<file path="src/rtl/sbmq_pkg.sv">
// Package for the shared buffer multi queue: default sizes, codes and
// the request and response transfer types. No dependencies.
package sbmq_pkg;

  localparam int SBMQ_STORE_DEPTH = 16;
  localparam int SBMQ_QUEUE_COUNT = 4;
  localparam int SBMQ_DATA_BITS   = 32;

  typedef enum logic [0:0] {
    CMD_ENQ = 1'b0,
    CMD_DEQ = 1'b1
  } cmd_t;

  typedef enum logic [1:0] {
    ST_OK    = 2'd0,
    ST_FULL  = 2'd1,
    ST_EMPTY = 2'd2
  } status_t;

  typedef struct packed {
    cmd_t               cmd;
    logic [1:0]         queue_id;
    logic signed [31:0] data_in;
  } sbmq_req_t;

  typedef struct packed {
    logic signed [31:0] data_out;
    status_t            status;
  } sbmq_rsp_t;

endpackage

</file>
<file path="src/rtl/sbmq_ram.sv">
// Generic single write port RAM with registered read for the multi queue.
// Depends on nothing.
module sbmq_ram #(
  parameter int WIDTH = 32,
  parameter int DEPTH = 16
) (
  input  logic                     clk,
  input  logic                     we,
  input  logic [$clog2(DEPTH)-1:0] waddr,
  input  logic [WIDTH-1:0]         wdata,
  input  logic [$clog2(DEPTH)-1:0] raddr,
  output logic [WIDTH-1:0]         rdata
);

  logic [WIDTH-1:0] mem [DEPTH];

  always_ff @(posedge clk) begin
    if (we) begin
      mem[waddr] <= wdata;
    end
    rdata <= mem[raddr];
  end

endmodule

</file>
<file path="src/rtl/shared_buffer_multi_queue.sv">
// Top level of the shared buffer multi queue: queues linked through one
// link RAM and one data RAM, both sbmq_ram instances. Uses sbmq_pkg.
//
//   channel   | ports                 | transfer
//   ----------+-----------------------+---------------------------------
//   request   | start, busy, request  | edge with start high, busy low
//   response  | done, response       | edge ending the cycle done is high
//
// For each item the accept edge issues the RAM reads and the next edge
// updates the queue state and loads the response; busy is high in between,
// so a new item is taken only once the last is through. The RAM
// read-then-write sets this. After reset busy stays high while the link
// RAM is filled with the initial free chain. The receiver cannot stall.
module shared_buffer_multi_queue
  import sbmq_pkg::*;
#(
  parameter int STORE_DEPTH = SBMQ_STORE_DEPTH,
  parameter int QUEUE_COUNT = SBMQ_QUEUE_COUNT,
  parameter int DATA_BITS   = SBMQ_DATA_BITS
) (
  input  logic      clk,
  input  logic      rst,
  input  logic      start,
  output logic      busy,
  input  sbmq_req_t request,
  output logic      done,
  output sbmq_rsp_t response
);

  localparam int AW = $clog2(STORE_DEPTH);
  localparam int CW = $clog2(STORE_DEPTH + 1);
  localparam int QW = (QUEUE_COUNT > 1) ? $clog2(QUEUE_COUNT) : 1;
  localparam logic [AW-1:0] LAST_SLOT = AW'(STORE_DEPTH - 1);
  localparam logic [CW-1:0] FULL_COUNT = CW'(STORE_DEPTH);

  logic [AW-1:0] head_index [QUEUE_COUNT];
  logic [AW-1:0] tail_index [QUEUE_COUNT];
  logic [QUEUE_COUNT-1:0] queue_nonempty;
  logic [AW-1:0] free_head;
  logic [CW-1:0] free_count;

  logic          init_active;
  logic [AW-1:0] init_cnt;

  logic      exec_valid;
  sbmq_req_t req;

  logic           accept;
  logic           in_q_ok;
  logic [QW-1:0]  in_q;
  logic [AW-1:0]  link_raddr;
  logic [AW-1:0]  data_raddr;
  logic [AW-1:0]  link_rdata;
  logic [DATA_BITS-1:0] data_rdata;

  logic          q_ok;
  logic [QW-1:0] q;
  logic          enq_ok;
  logic          deq_ok;
  logic [AW-1:0] q_head;
  logic [AW-1:0] q_tail;

  logic          link_we;
  logic [AW-1:0] link_waddr;
  logic [AW-1:0] link_wdata;
  logic          data_we;
  logic [DATA_BITS-1:0] data_wdata;
  logic [63:0]   data_wide;
  sbmq_rsp_t     response_next;

  assign busy   = init_active | exec_valid;
  assign accept = start & ~busy;

  assign in_q_ok = 32'(request.queue_id) < 32'(QUEUE_COUNT);
  assign in_q    = in_q_ok ? QW'(request.queue_id) : '0;
  assign data_raddr = head_index[in_q];
  assign link_raddr = (request.cmd == CMD_DEQ) ? head_index[in_q] : free_head;

  assign q_ok   = 32'(req.queue_id) < 32'(QUEUE_COUNT);
  assign q      = q_ok ? QW'(req.queue_id) : '0;
  assign q_head = head_index[q];
  assign q_tail = tail_index[q];
  assign enq_ok = exec_valid && req.cmd == CMD_ENQ && q_ok && free_count != '0;
  assign deq_ok = exec_valid && req.cmd == CMD_DEQ && q_ok && queue_nonempty[q];

  always_comb begin
    if (init_active) begin
      link_we    = 1'b1;
      link_waddr = init_cnt;
      link_wdata = (init_cnt == LAST_SLOT) ? '0 : init_cnt + 1'b1;
    end else if (deq_ok) begin
      link_we    = 1'b1;
      link_waddr = q_head;
      link_wdata = free_head;
    end else begin
      link_we    = enq_ok & queue_nonempty[q];
      link_waddr = q_tail;
      link_wdata = free_head;
    end
  end

  assign data_we    = enq_ok;
  assign data_wdata = DATA_BITS'(req.data_in);
  assign data_wide  = 64'(data_rdata);

  always_comb begin
    response_next.data_out = '0;
    response_next.status   = ST_OK;
    case (req.cmd)
      CMD_ENQ: begin
        if (!enq_ok) begin
          response_next.status = ST_FULL;
        end
      end
      CMD_DEQ: begin
        if (deq_ok) begin
          response_next.data_out = data_wide[31:0];
        end else begin
          response_next.status = ST_EMPTY;
        end
      end
      default: begin
        response_next.status = ST_OK;
      end
    endcase
  end

  sbmq_ram #(.WIDTH(AW), .DEPTH(STORE_DEPTH)) u_link_ram (
    .clk   (clk),
    .we    (link_we),
    .waddr (link_waddr),
    .wdata (link_wdata),
    .raddr (link_raddr),
    .rdata (link_rdata)
  );

  sbmq_ram #(.WIDTH(DATA_BITS), .DEPTH(STORE_DEPTH)) u_data_ram (
    .clk   (clk),
    .we    (data_we),
    .waddr (free_head),
    .wdata (data_wdata),
    .raddr (data_raddr),
    .rdata (data_rdata)
  );

  always_ff @(posedge clk) begin
    if (rst) begin
      init_active    <= 1'b1;
      init_cnt       <= '0;
      exec_valid     <= 1'b0;
      done           <= 1'b0;
      queue_nonempty <= '0;
      free_head      <= '0;
      free_count     <= FULL_COUNT;
    end else begin
      if (init_active) begin
        init_cnt <= init_cnt + 1'b1;
        if (init_cnt == LAST_SLOT) begin
          init_active <= 1'b0;
        end
      end
      exec_valid <= accept;
      done       <= exec_valid;
      if (enq_ok) begin
        free_head         <= link_rdata;
        free_count        <= free_count - 1'b1;
        queue_nonempty[q] <= 1'b1;
      end
      if (deq_ok) begin
        free_head <= q_head;
        if (free_count < FULL_COUNT) begin
          free_count <= free_count + 1'b1;
        end
        if (q_head == q_tail) begin
          queue_nonempty[q] <= 1'b0;
        end
      end
    end
  end

  always_ff @(posedge clk) begin
    if (accept) begin
      req <= request;
    end
    if (exec_valid) begin
      response <= response_next;
    end
    if (enq_ok) begin
      tail_index[q] <= free_head;
      if (!queue_nonempty[q]) begin
        head_index[q] <= free_head;
      end
    end
    if (deq_ok && q_head != q_tail) begin
      head_index[q] <= link_rdata;
    end
  end

  a_count_bound: assert property (@(posedge clk) disable iff (rst)
    free_count <= FULL_COUNT)
    else $error("free count above store depth");

  a_accept_done: assert property (@(posedge clk) disable iff (rst)
    accept |=> ##1 done)
    else $error("accepted item gave no result");

  a_error_zero: assert property (@(posedge clk) disable iff (rst)
    done && response.status != ST_OK |-> response.data_out == '0)
    else $error("error result carries data");

  a_init_quiet: assert property (@(posedge clk) disable iff (rst)
    init_active |-> !done && !exec_valid)
    else $error("item processed during link fill");

endmodule

</file>
<file path="config.mk">
export PLATFORM = sky130hd
export DESIGN_NAME = shared_buffer_multi_queue
export DESIGN_NICKNAME = d
export VERILOG_FILES = /design/src/rtl/sbmq_pkg.sv /design/src/rtl/sbmq_ram.sv /design/src/rtl/shared_buffer_multi_queue.sv
export SDC_FILE = /design/constraint.sdc
export NUM_CORES = 1
export LEC_CHECK = 0
export BUFFER_PORTS_ARGS = -buffer_cell sky130_fd_sc_hd__buf_2
export CAP_MARGIN = 25
export CORE_ASPECT_RATIO = 1.2
export CORE_MARGIN = 4
export CORE_UTILIZATION = 49
export CTS_CLUSTER_DIAMETER = 100
export DETAILED_ROUTE_END_ITERATION = 12
export PLACE_DENSITY_LB_ADDON = 0.2
export SKIP_LAST_GASP = 1
export SYNTH_ARGS = -nofsm -noshare
export SYNTH_HDL_FRONTEND = slang
export SYNTH_SLANG_ARGS = --single-unit
</file>
<file path="constraint.sdc">
create_clock -name clk -period 9.85 [get_ports clk]
set_input_delay 1.97 -clock clk [delete_from_list [all_inputs] [get_ports clk]]
set_output_delay 1.97 -clock clk [all_outputs]
set_load 0.01 [all_outputs]
</file>
# After elaboration in Yosys (flattened, before gate mapping)
# Memory sizes are Yosys's and may differ from the RTL's. A register that Yosys moved wholly into a read port is not among the register bits.
# Cells that the tools add are included.
# totals
reg_bits	89
mem_bits_rw	608
input_bits	38
output_inout_bits	36
elab_cells	80
mem_count	4
# op_classes
addsub	3
n_lt_le_gt_ge	3
eq_ne	3
n_mux	37
n_bitwise	9
reduce_logical	9
# mem_list
name	depth	width	read_ports	rd_clocked_by_memory_dff	wr	line	rtl
u_data_ram.mem	16	32	1	1	1	sbmq_ram.sv:15	logic [WIDTH-1:0] mem [DEPTH];
u_link_ram.mem	16	4	1	1	1	sbmq_ram.sv:15	
head_index	4	4	2	1	1	shared_buffer_multi_queue.sv:36	logic [AW-1:0] head_index [QUEUE_COUNT];
tail_index	4	4	1	1	1	shared_buffer_multi_queue.sv:37	logic [AW-1:0] tail_index [QUEUE_COUNT];
# ops
cell	count
2-to-1 mux 4 bit	12
2-to-1 mux 1 bit	16
2-to-1 mux 5 bit	3
logical AND 1 bit	6
2-to-1 mux 2 bit	3
adder 5 x 1 -> 5 bit (second input constant)	1
< comparator 5 bit (second input constant)	1
nonzero test 5 bit	1
subtractor 5 x 1 -> 5 bit (second input constant)	1
adder 4 x 1 -> 4 bit (second input constant)	1
bitwise AND 4 bit	1
== test 4 bit	1
== test 4 bit (second input constant)	1
inequality test 4 bit	1
inverter 4 bit	1
OR 4 bit	1
one-hot mux 2 bit (2 select lines)	1
< comparator 2 x 3 -> 1 bit (second input constant)	1
bitwise AND 1 bit	2
binary-select mux 1 bit (select 2 bit)	1
demux 1 bit (select 2 bit)	1
greater-or-equal comparator 2 x 1 -> 1 bit (second input constant)	1
inverter 1 bit	2
OR 1 bit	2
2 further kinds	2

# Logic depth before layout (Yosys ltp)
# Gate-level depths: netlist of run 1.
# depth
ltp_word	10
mapped_depth	9
depth_no_buf	8

# Cells and area by module
# From an unflattened synthesis of run 1, not the netlist that was laid out.
# unflattened
cells_unflattened	1287
area_unflattened_um2	27467.6
# modules_own_cells
mod	n_inst	cells_each	area_per_inst_um2	seq_area_each_um2
sbmq_ram (u_data_ram)	1	838	19854.0	16015.4
shared_buffer_multi_queue	1	319	4947.2	3473.3
sbmq_ram (u_link_ram)	1	130	2666.3	2001.9

# Worst setup path after synthesis of run 1
# No wires, ideal clock.
# synth_timing
kind	register to register
start	reg exec_valid
end	mem u_data_ram.mem[1][0], enable pin
setup_ps	461
arrival_ps	4183
required_time_ps	9389
path_slack_ps	5206
stages_incl_launch_ff	6
path_buffers	1
synth_period_minus_slack_ps	4644
path_cell_list	dfxtp_1 > nor2b_1 > o21a_1 > clkbuf_1 > nand3_1 > nor3_1
# synth_between
elab_chain_cells	4
# synth_rtl
item	line	rtl
from (decl)	shared_buffer_multi_queue.sv:45	logic exec_valid;
from (signal assigned)	shared_buffer_multi_queue.sv:162	exec_valid <= accept;
logical AND 1 bit (2 in a row)	shared_buffer_multi_queue.sv:83	assign enq_ok = exec_valid && req.cmd == CMD_ENQ && q_ok && free_count != '0;
2-to-1 mux 1 bit	sbmq_ram.sv:18	if (we) begin
2-to-1 mux 1 bit (implied by the code)	sbmq_ram.sv:19	mem[waddr] <= wdata;
to (decl)	sbmq_ram.sv:15	
# No other way between the ends.

# Final worst setup path of run 1
# layout_timing
start	in request[32] (netlist bit)
end	reg u_data_ram.rdata[7], read port of u_data_ram.mem
# layout_between
elab_chain_cells	1
# layout_rtl
item	line	rtl
from (decl)	shared_buffer_multi_queue.sv:25	input sbmq_req_t request,
memory read (4 x 4 bit)	n/a	
to (decl)	sbmq_ram.sv:12	output logic [WIDTH-1:0] rdata
# No other way between the ends.
# A chain may end at the register's enable or synchronous reset.

==> results of run 1 <==
cells by family after synthesis:
group / after synthesis / synth area share [%]
flops: 735 / 77.14
buf+inv: 96 / 1.576
compound gates: 227 / 5.403
fa+ha+maj: 3 / 0.1347
mux: 139 / 9.382
xor+xnor: 11 / 0.3458
simple gates: 367 / 6.018
flip-flops by register name (all words and copies together) (netlist names), 5 cells and up, named ones only:
name,flops
head_index,16
u_data_ram.mem,512
response,34
data_wdata,32
u_data_ram.rdata,32
free_count,5
tail_index,16
u_link_ram.mem,64
placed cells by master (no fill, tap or decap), types with 35 or more instances in the layout:
cell,synthesis,routed
and2_1,45,45
a211oi_1,44,44
mux2i_1,35,35
and3_1,35,35
a21oi_1,41,40
clkbuf_16,0,75
o22ai_1,45,45
nor2_1,84,71
buf_2,18,73
a31oi_1,47,46
mux4_2,97,95
edfxtp_1,677,677
dfxtp_1,58,57
nand2_1,157,157
power groups by stage:
stage	registers, W	logic [W]	clock network [W]
3_5_place_dp	0.00347	0.000202	0
3_3_place_gp	0.00347	0.000200	0
4_1_cts	0.00341	0.000203	0.00290
5_1_grt	0.00341	0.000223	0.00303
6_report	0.00341	0.000203	0.00285
2_1_floorplan	0.00346	0.000148	0
how the worst max path moves through the flow:
| stage | start | to | slack [ns] |
|---|---|---|---|
| 6_report | request[32] | u_data_ram.rdata[7]$_DFF_P_ | 5.56 |
| 4_1_cts | request[32] | u_data_ram.rdata[4]$_DFF_P_ | 5.60 |
| 3_3_place_gp | request[32] | u_data_ram.rdata[15]$_DFF_P_ | 4.96 |
| 3_5_place_dp | request[32] | u_data_ram.rdata[4]$_DFF_P_ | 4.94 |
| 2_1_floorplan | exec_valid$_SDFF_PP0_ | u_data_ram.mem[1][0]$_DFFE_PP_ | 5.21 |
| 5_1_grt | request[32] | u_data_ram.rdata[14]$_DFF_P_ | 5.41 |
metrics by stage:
stage                     hold slack [ns]  setup slack (ns)  area, um^2  instances  utilization [%]
after floorplan                    0.4684             5.206       27860       1578                -
after global placement             0.4901             4.956       29100       2321            51.88
after detailed placement           0.5065             4.945       29120       2322            51.91
after CTS                          0.5152             5.598       31580       2454            56.30
after global routing               0.5332             5.406       31650       2457            56.42
final                              0.5181             5.557       31660       2458            56.43
worst max-delay path, cell delays in order:
cell	delay (ns)
buf_2	0.20
mux4_4	1.02
buf_12	0.34
and2_1	0.36
a211oi_1	0.27
a31oi_1	0.08
o22ai_1	0.21
nor2_1	0.07
per-layer routing:
layer,global-route usage [%],share of wire (%),up-vias
met1,27.51,42,7467
li1,-,-,6434
met4,6.385,2.2,0
met5,0,0,-
met3,2.861,5.1,90
met2,33.91,51,436
layout make-up:
type                       count  area [um^2]  area share (%)
sequential                   735        21490           67.89
multi-input combinational    747         6062           19.15
clock buffer                  95         1992           6.292
tap                          727        909.6           2.873
timing repair buffer         108        700.7           2.213
clock inverter                37        467.9           1.478
inverter                       8        30.03         0.09486
antenna                        1        2.502        0.007905
==> impl_results.md, run 1 <==
* Status: finished, final reports clean
* Synth warn at 0
* DR vias at between 10000 and 15000
* Worst Setup End Kind: flop
* CTS Buffer Depth at 3
* DR WL/cell at approximately 25 um
* Number of global-route vias before repair at 14576
* Crit path DAT at 4.79 ns
* Max-cap violations at 0
* Sequential share of power at a little over half
* Post-synthesis async set-or-reset flop share at 0%
* First-pass GRT wire length at approximately 92 mm
* Synth Flop Type: edfxtp_1
* Period utilization at around 44%
* CTS tree: yes
* Worst Clk Skew at between 0.02 and 0.03 ns
* Crit-path max FO at approximately 140
* DP HPWL at between 30 and 40 mm
* Initial core utilization at about half
* Setup bufs post-CTS at 0
* Max Transition Viols Final at 0
* Post-synth EDFFs at slightly below 700
* Count leader, synth: edfxtp_1
* Net Sw Power at 0.001267 W
* Initial antenna violation count at 0
* Depth of the worst hold-timing path at 2
* Setup TNS at 0 ns
* Fin. Hold Viols at 0
* Remaining DRCs at 0
* Routability cong. at ~0.8
* Post-CTS sizing at 0
* Syn_area_per_cell at 17.65 um^2
* # rows at 95
* Gr ovfl total at 0
* Worst-path clk slew at about 0.060 ns
* Leak pwr at about 10 nW
* Ranking of synthesized cells by area: edfxtp_1 73%, mux4_2 7.8%, dfxtp_1 4.2%
* Post-synthesis register bit count at between 700 and 800
* Filler cells at ~4300
* Library cells used by synthesis at 54
* Sw frac at approximately 20%
* Seq/Total Area, Yosys at 77.14%
* DRT iter0 DRCs at about 1400
* Crit path kind: in2reg
* Drt via density at 5.869
* Chip width at around 230 um
* Clk Latency, worst-skew pair at between 0.6 and 0.7 ns
* Fmax at 0.2330 GHz
* Cell Area, Synth at around 28000 um^2
* R2R Path Start: exec_valid$_SDFF_PP0_
* CORE AREA at around 56000 um^2
* Reg2Reg Setup Slack at approximately 6.3 ns
* Post-synth top cells: 677 x edfxtp_1, 157 x nand2_1, 97 x mux4_2
* NumNets Final at between 1500 and 2000
* I/O Buffers at 73
* Worst slew pin tran at between 1 and 1.5 ns
* Post-Route WL at roughly 61 mm
* Total chip power at 0.006460 W
* Total track usage at roughly a fifth
* Terminating pin of the worst hold path: queue_nonempty[0]$_SDFF_PP0_
* Largest net degree at the start of global routing at around 140
* Worst R2R Path Depth at 7
* Syn Inst Count at about 1600
* Root buffer cell: clkbuf_16
* Internal at about 0.0052 W
* Die footprint at between 60000 and 70000 um^2
* Area Overhead vs Synth at 13.63%
* Total nets after synthesis at between 1500 and 2000
* Worst hold start: queue_nonempty[0]$_SDFF_PP0_
* Htree depth at 3
* Proportion of layout cells with a drive suffix above 1 at around 20%
* Reg2reg end: u_link_ram.mem[12][0]$_DFFE_PP_
* WP data required at between 10 and 15 ns
* Max VDD drop at approximately 0.14 mV
* Min Clock Period, post-route at between 4 and 5 ns
* CTS Buf Count at 73
* RSZ-0062 raised after global routing: false
* CTS Hold Bufs at 0
* Final setup viols at 0
* DIE HEIGHT at between 200 and 300 um
* Clk sink count at between 700 and 800
* Comb pwr share at 3.1%
* PD cells at just over 200 nW/um^2
* Crit start category: input port
* Antenna-violating nets left at 0
* Relative slew margins at between 20 and 30%
* Type of the most critical hold path: reg2reg
* Post-synth top area share at between 70% and 80%
* Area leader, netlist: edfxtp_1
* IO Count at between 70 and 80
* Drt pass-1 iters at 5
* Clock network power share at between 40 and 50%
Note: power is estimated with default switching activity, not from simulation.
==> inputs of run 2 (changes only) <==
Clock period 9.85 ns to 4.45 ns, I/O delays scaled along.
==> impl_results.md, run 2 (synthesized netlist as in run 1, its figures left out) <==
* DIE HEIGHT at 269.2 um (unchanged)
* PD cells at 439.4 nW/um^2 (+120%)
* Worst R2R Path Depth at 6 (-1)
* WP data required at 4.71 ns (-5.64 ns)
* Type of the most critical hold path: in2reg
* CP max stage delay at 0.86 ns (-0.16 ns)
* Proportion of layout cells with a drive suffix above 1 at 20.19% (+0.079 points)
* Min Clock Period, post-route at 3.373 ns
* CTS tree: yes
* RSZ-0062 raised after global routing: false
* Drt pass-1 iters at 5 (unchanged)
* Slowest cell on the critical path: mux4_2
* Biggest regs: u_data_ram.mem (512), u_link_ram.mem (64), response (34)
* Fin. Hold Viols at 0 (unchanged)
* Area Overhead vs Synth at 13.49%
* Fmax at between 0.2 and 0.3 GHz
* Crit-path max FO at 25 (-82%)
* Drt via density at 5.893 (+0.40%)
* CTS Hold Bufs at 0 (unchanged)
* DP HPWL at 33.84 mm (+8.7%)
* Max VDD drop at 0.2768 mV (+100%)
* Routability cong. at 0.8369 (+4.6%)
* Final hold slack at 0.4462 ns (-0.07190 ns)
* Chip width at 225.7 um (unchanged)
* CORE AREA at 56100 um^2 (unchanged)
* Htree depth at 3 (unchanged)
* Max-cap violations at 0 (unchanged)
* I/O Buffers at 73 (unchanged)
* Commonest non-fill, non-tap cells in the layout: 677 x edfxtp_1, 157 x nand2_1, 95 x mux4_2
* Pre-CTS setup slack at 0.8063 ns (-4.139 ns)
* Depth of the worst hold-timing path at 1 (-1)
* Worst slew pin tran at 1.010 ns (-0.05624 ns)
* Initial antenna violation count at 2 (+2)
* DR vias at 14585 (+1.1%)
* Die footprint at 60750 um^2 (unchanged)
* Setup TNS at 0 ns (unchanged)
* Max FFs per register at 512 (unchanged)
* NumNets Final at 1728 (+0.82%)
* Period utilization at about three quarters
* Worst Setup End Kind: flop
* Status: finished, final reports clean
* Relative slew margins at 32.48% (+4.5 points)
* Remaining DRCs at 0 (unchanged)
* Largest net degree at the start of global routing at 89 (-36%)
* DR WL/cell at 25.22 um (+0.96%)
* Crit path kind: reg2reg
* Leak pwr at 10.39 nW (-0.43%)
* Crit path DAT at 3.63 ns (-1.16 ns)
* Reg2Reg Setup Slack at 1.08 ns (-5.19 ns)
* Antenna-violating nets left at 0 (unchanged)
* Clk Latency, worst-skew pair at 0.61 ns (about the same)
* IO Count at 74 (unchanged)
* Number of global-route vias before repair at 14578 (+0.014%)
* First-pass GRT wire length at 92.94 mm (+1.4%)
* Total track usage at 20.43% (+0.27 points)
* Clk sink count at 735 (unchanged)
* Worst Clk Skew at 0.02604 ns (-0.003373 ns)
* CTS Buffer Depth at 3 (unchanged)
* Met2 WL at 31.49 mm (+1.1%)
* Crit start category: flop
* CTS Buf Count at 73 (unchanged)
* Final worst setup slack at 1.077 ns (-4.481 ns)
* Post-CTS sizing at 0 (unchanged)
* Leading cell type in the layout, fill and taps excluded: edfxtp_1
* DRT met1 WL at 25.69 mm (-0.17%)
* Gr ovfl total at 0 (unchanged)
* Setup bufs post-CTS at 0 (unchanged)
* DRT iter0 DRCs at 1380 (-4.4%)
* Largest Register: u_data_ram.mem
* # rows at 95 (unchanged)
* Root buffer cell: clkbuf_16
* Met3 wire length at 3.718 mm (+18%)
* Final setup viols at 0 (unchanged)
* Worst-path clk slew at 0.06 ns (about the same)
* N_diodes at 0 (-1)
* Initial core utilization at 49.66% (unchanged)
* Final Core Density at 56.36% (-0.069 points)
* CP Cell Sequence: mux4_2 > buf_4 > and3_1 > nor3_1 > o211ai_1 > nor2_1
* Post-Route WL at 62.42 mm (+1.7%)
* Highest metal used: met4
* Max Transition Viols Final at 0 (unchanged)
==> run 2: cell count changes in the layout (fill, tap and decap cells not counted), sizes merged <==
cell / delta
buf: +14
bufinv: -6
clkbuf: -2
clkinv: +11
clkinvlp: +1
diode: -1
==> run 2: path summary, 6_finish.rpt <==
| path | startpoint | endpoint |
|---|---|---|
| hold reg to reg | free_count[1]$_SDFF_PP0_ | free_count[1]$_SDFF_PP0_ |
| hold / removal | request[21] | data_wdata[21]$_DFFE_PP_ |
| setup reg to reg | q[0]$_DFFE_PP_ | u_link_ram.mem[9][1]$_DFFE_PP_ |
| setup / recovery | q[0]$_DFFE_PP_ | u_link_ram.mem[9][1]$_DFFE_PP_ |
==> run 2: final cells by class <==
cell class,count,area (um^2)
fillers,4266,24490
well taps,727,909.6
clock inverters,43,370.4
repair buffers,122,795.8
clock buffers,93,1933
multi-input cells,747,6087
flip-flops and latches,735,21490
inverters,8,30.03
==> run 2: worst max-delay path: cells and delay by family, from the launching register on <==
family / cells / cell delay [ns]
muxes: 1 / 0.86
and+or+nand+nor: 3 / 0.92
DFF: 1 / 0.52
AOI/OAI and AO/OA: 1 / 0.34
buffers and inverters: 1 / 0.38
==> run 2: report_power, final <==
part | switching, W | total, W | internal (W)
combinational | 0.000264 | 0.000452 | 0.000187
clock | 0.00252 | 0.00590 | 0.00339
sequential | 0.0000269 | 0.00754 | 0.00751
==> run 2: metal layers <==
metal	track usage [%]	vias up
li1	-	6456
met1	28.18	7528
met2	34.06	492
met3	2.861	109
met4	6.466	0
met5	0	-
==> run 2: stage by stage <==
step	power, W	cells	cell area [um^2]
finish	0.01389	2475	31620
global placement	0.008132	2339	29310
CTS	0.01402	2475	31620
floorplan	0.007993	1578	27880
detailed placement	0.008137	2339	29310
global route	0.01435	2475	31620
==> inputs of run 3 (changes only) <==
Clock period 4.45 ns to 3 ns, I/O delays scaled along.
==> impl_results.md, run 3 (synthesized netlist as in run 1, its figures left out) <==
* Biggest regs: u_data_ram.mem (512), u_link_ram.mem (64), response (34)
* Relative slew margins at 35.25% (+2.8 points)
* Max Transition Viols Final at 0 (unchanged)
* Multi-input logic area at 6081 um^2 (-0.10%)
* CTS Buf Count at 73 (unchanged)
* Chip width at 225.7 um (unchanged)
* Largest net degree at the start of global routing at 89 (unchanged)
* Period utilization at 91.55% (+16 points)
* Number of global-route vias before repair at 15086 (+3.5%)
* N_diodes at 0 (unchanged)
* Die footprint at 60750 um^2 (unchanged)
* DIE HEIGHT at 269.2 um (unchanged)
* DR WL/cell at 24.97 um (-1.0%)
* Clk sink count at 735 (unchanged)
* Crit path DAT at 3.01 ns (-0.62 ns)
* Clk Latency, worst-skew pair at 0.61 ns (about the same)
* Min Clock Period, post-route at 2.747 ns (-0.6266 ns)
* PD cells at 646.8 nW/um^2 (+47%)
* Final setup viols at 0 (unchanged)
* R2R Path Start: q[0]$_DFFE_PP_
* Gr ovfl total at 0 (unchanged)
* Leading cell type in the layout, fill and taps excluded: edfxtp_1
* DP HPWL at 34.48 mm (+1.9%)
* Area Overhead vs Synth at 15.32%
* Commonest non-fill, non-tap cells in the layout: 677 x edfxtp_1, 157 x nand2_1, 95 x mux4_2
* Worst Clk Skew at 0.02108 ns (-0.004951 ns)
* Reg2Reg Setup Slack at 0.25 ns (-0.82 ns)
* Leak pwr at 10.63 nW (+2.3%)
* Fin. Hold Viols at 0 (unchanged)
* I/O Buffers at 73 (unchanged)
* Initial antenna violation count at 0 (-2)
* Worst Setup End Kind: flop
* Worst-path clk slew at 0.06 ns (about the same)
* CTS Hold Bufs at 0 (unchanged)
* DR vias at 14782 (+1.4%)
* Final worst setup slack at 0.2534 ns (-0.8234 ns)
* DRT iter0 DRCs at 1413 (+2.4%)
* Max VDD drop at 0.3724 mV (+35%)
* Crit path kind: reg2reg
* Initial core utilization at 49.66% (unchanged)
* Drt pass-1 iters at 5 (unchanged)
* Remaining DRCs at 0 (unchanged)
* CORE AREA at 56100 um^2 (unchanged)
* Root buffer cell: clkbuf_16
* Crit-path max FO at 11 (-56%)
* Final hold slack at 0.1611 ns (-0.2851 ns)
* Worst hold start: request[24]
* Routability cong. at 0.7714 (-7.8%)
* Crit start category: flop
* Antenna-violating nets left at 0 (unchanged)
* IO Count at 74 (unchanged)
* Depth of the worst hold-timing path at 1 (unchanged)
* Filler cells at 4237 (-0.68%)
* CTS tree: yes
* Max-cap violations at 0 (unchanged)
* Post-Route WL at 62.57 mm (+0.24%)
* Terminating pin of the worst hold path: data_wdata[24]$_DFFE_PP_
* # rows at 95 (unchanged)
* Htree depth at 3 (unchanged)
* Worst slew pin tran at 0.9690 ns (-0.04144 ns)
* RSZ-0062 raised after global routing: false
* Reg area at 21490 um^2 (unchanged)
* First-pass GRT wire length at 95.09 mm (+2.3%)
* Setup TNS at 0 ns (unchanged)
* CTS Buffer Depth at 3 (unchanged)
* Total chip power at 0.02078 W (+50%)
* Drt via density at 5.899 (about the same)
* WP data required at 3.26 ns (-1.45 ns)
* Total track usage at 20.79% (+0.37 points)
* Largest Register: u_data_ram.mem
* Status: finished, final reports clean
* Type of the most critical hold path: in2reg
* Reg2reg end: u_link_ram.mem[4][3]$_DFFE_PP_
* Setup bufs post-CTS at 0 (unchanged)
* Worst R2R Path Depth at 6 (unchanged)
* Pre-CTS setup slack at 0.1262 ns (-0.6801 ns)
* Post-CTS sizing at 0 (unchanged)
* Proportion of layout cells with a drive suffix above 1 at 21.70% (+1.5 points)
* Fmax at 0.3641 GHz (+23%)
* NumNets Final at 1761 (+1.9%)
* Max FFs per register at 512 (unchanged)
## run 3: cell types whose count changed in the layout (fill, tap and decap cells not counted), moves of 2 or more
cell / change
clkbuf_8: +7
buf_12: +14
buf_16: +2
clkinv_1: -8
clkbuf_1: +5
buf_4: +17
clkinv_2: -6
## run 3: area by class of cell
| type | instances | area share, % |
|---|---|---|
| Sequential cell | 735 | 66.90 |
| Multi-Input combinational cell | 747 | 18.93 |
| Clock buffer | 106 | 6.453 |
| Timing Repair Buffer | 155 | 3.918 |
| Tap cell | 727 | 2.831 |
| Clock inverter | 28 | 0.8802 |
| Inverter | 8 | 0.09347 |
## run 3: how the worst max path moves through the flow
stage / from / depth (start not counted) / to
floorplan: exec_valid$_SDFF_PP0_ / 5 / u_data_ram.mem[5][0]$_DFFE_PP_
CTS: free_count[0]$_SDFF_PP0_ / 7 / u_data_ram.mem[14][8]$_DFFE_PP_
detailed placement: request[32] / 6 / u_data_ram.rdata[4]$_DFF_P_
finish: q[0]$_DFFE_PP_ / 6 / u_link_ram.mem[4][3]$_DFFE_PP_
global route: free_count[0]$_SDFF_PP0_ / 9 / u_link_ram.mem[1][1]$_DFFE_PP_
global placement: request[32] / 6 / u_data_ram.rdata[4]$_DFF_P_
## run 3: power by group
group | internal [W] | switching (W)
Clock | 0.00518 | 0.00372
Combinational | 0.000291 | 0.000408
Sequential | 0.0111 | 0.0000384
Total | 0.0166 | 0.00417
## run 3: critical path, stage by stage, from the launching register on
cell and delay (ns):
edfxtp_1 0.38, mux4_2 0.65, and3_1 0.25, a21oi_1 0.21
nand2_1 0.15, a221o_1 0.43, nor2_1 0.34
## run 3: metal layers
| metal | vias up | global-route usage [%] | share of wire (%) |
|---|---|---|---|
| met2 | 432 | 34.21 | 50 |
| met4 | 0 | 6.111 | 2.1 |
| met3 | 91 | 2.818 | 5.2 |
| met1 | 7735 | 29.42 | 42 |
| li1 | 6524 | - | - |
| met5 | - | 0 | 0 |
## run 3: per-stage QoR
step | cell area, um^2 | utilization [%] | cells
global route | 32130 | 57.26 | 2506
CTS | 32070 | 57.17 | 2504
floorplan | 27940 | - | 1578
detailed placement | 29720 | 52.97 | 2370
finish | 32130 | 57.26 | 2506
global placement | 29720 | 52.97 | 2370
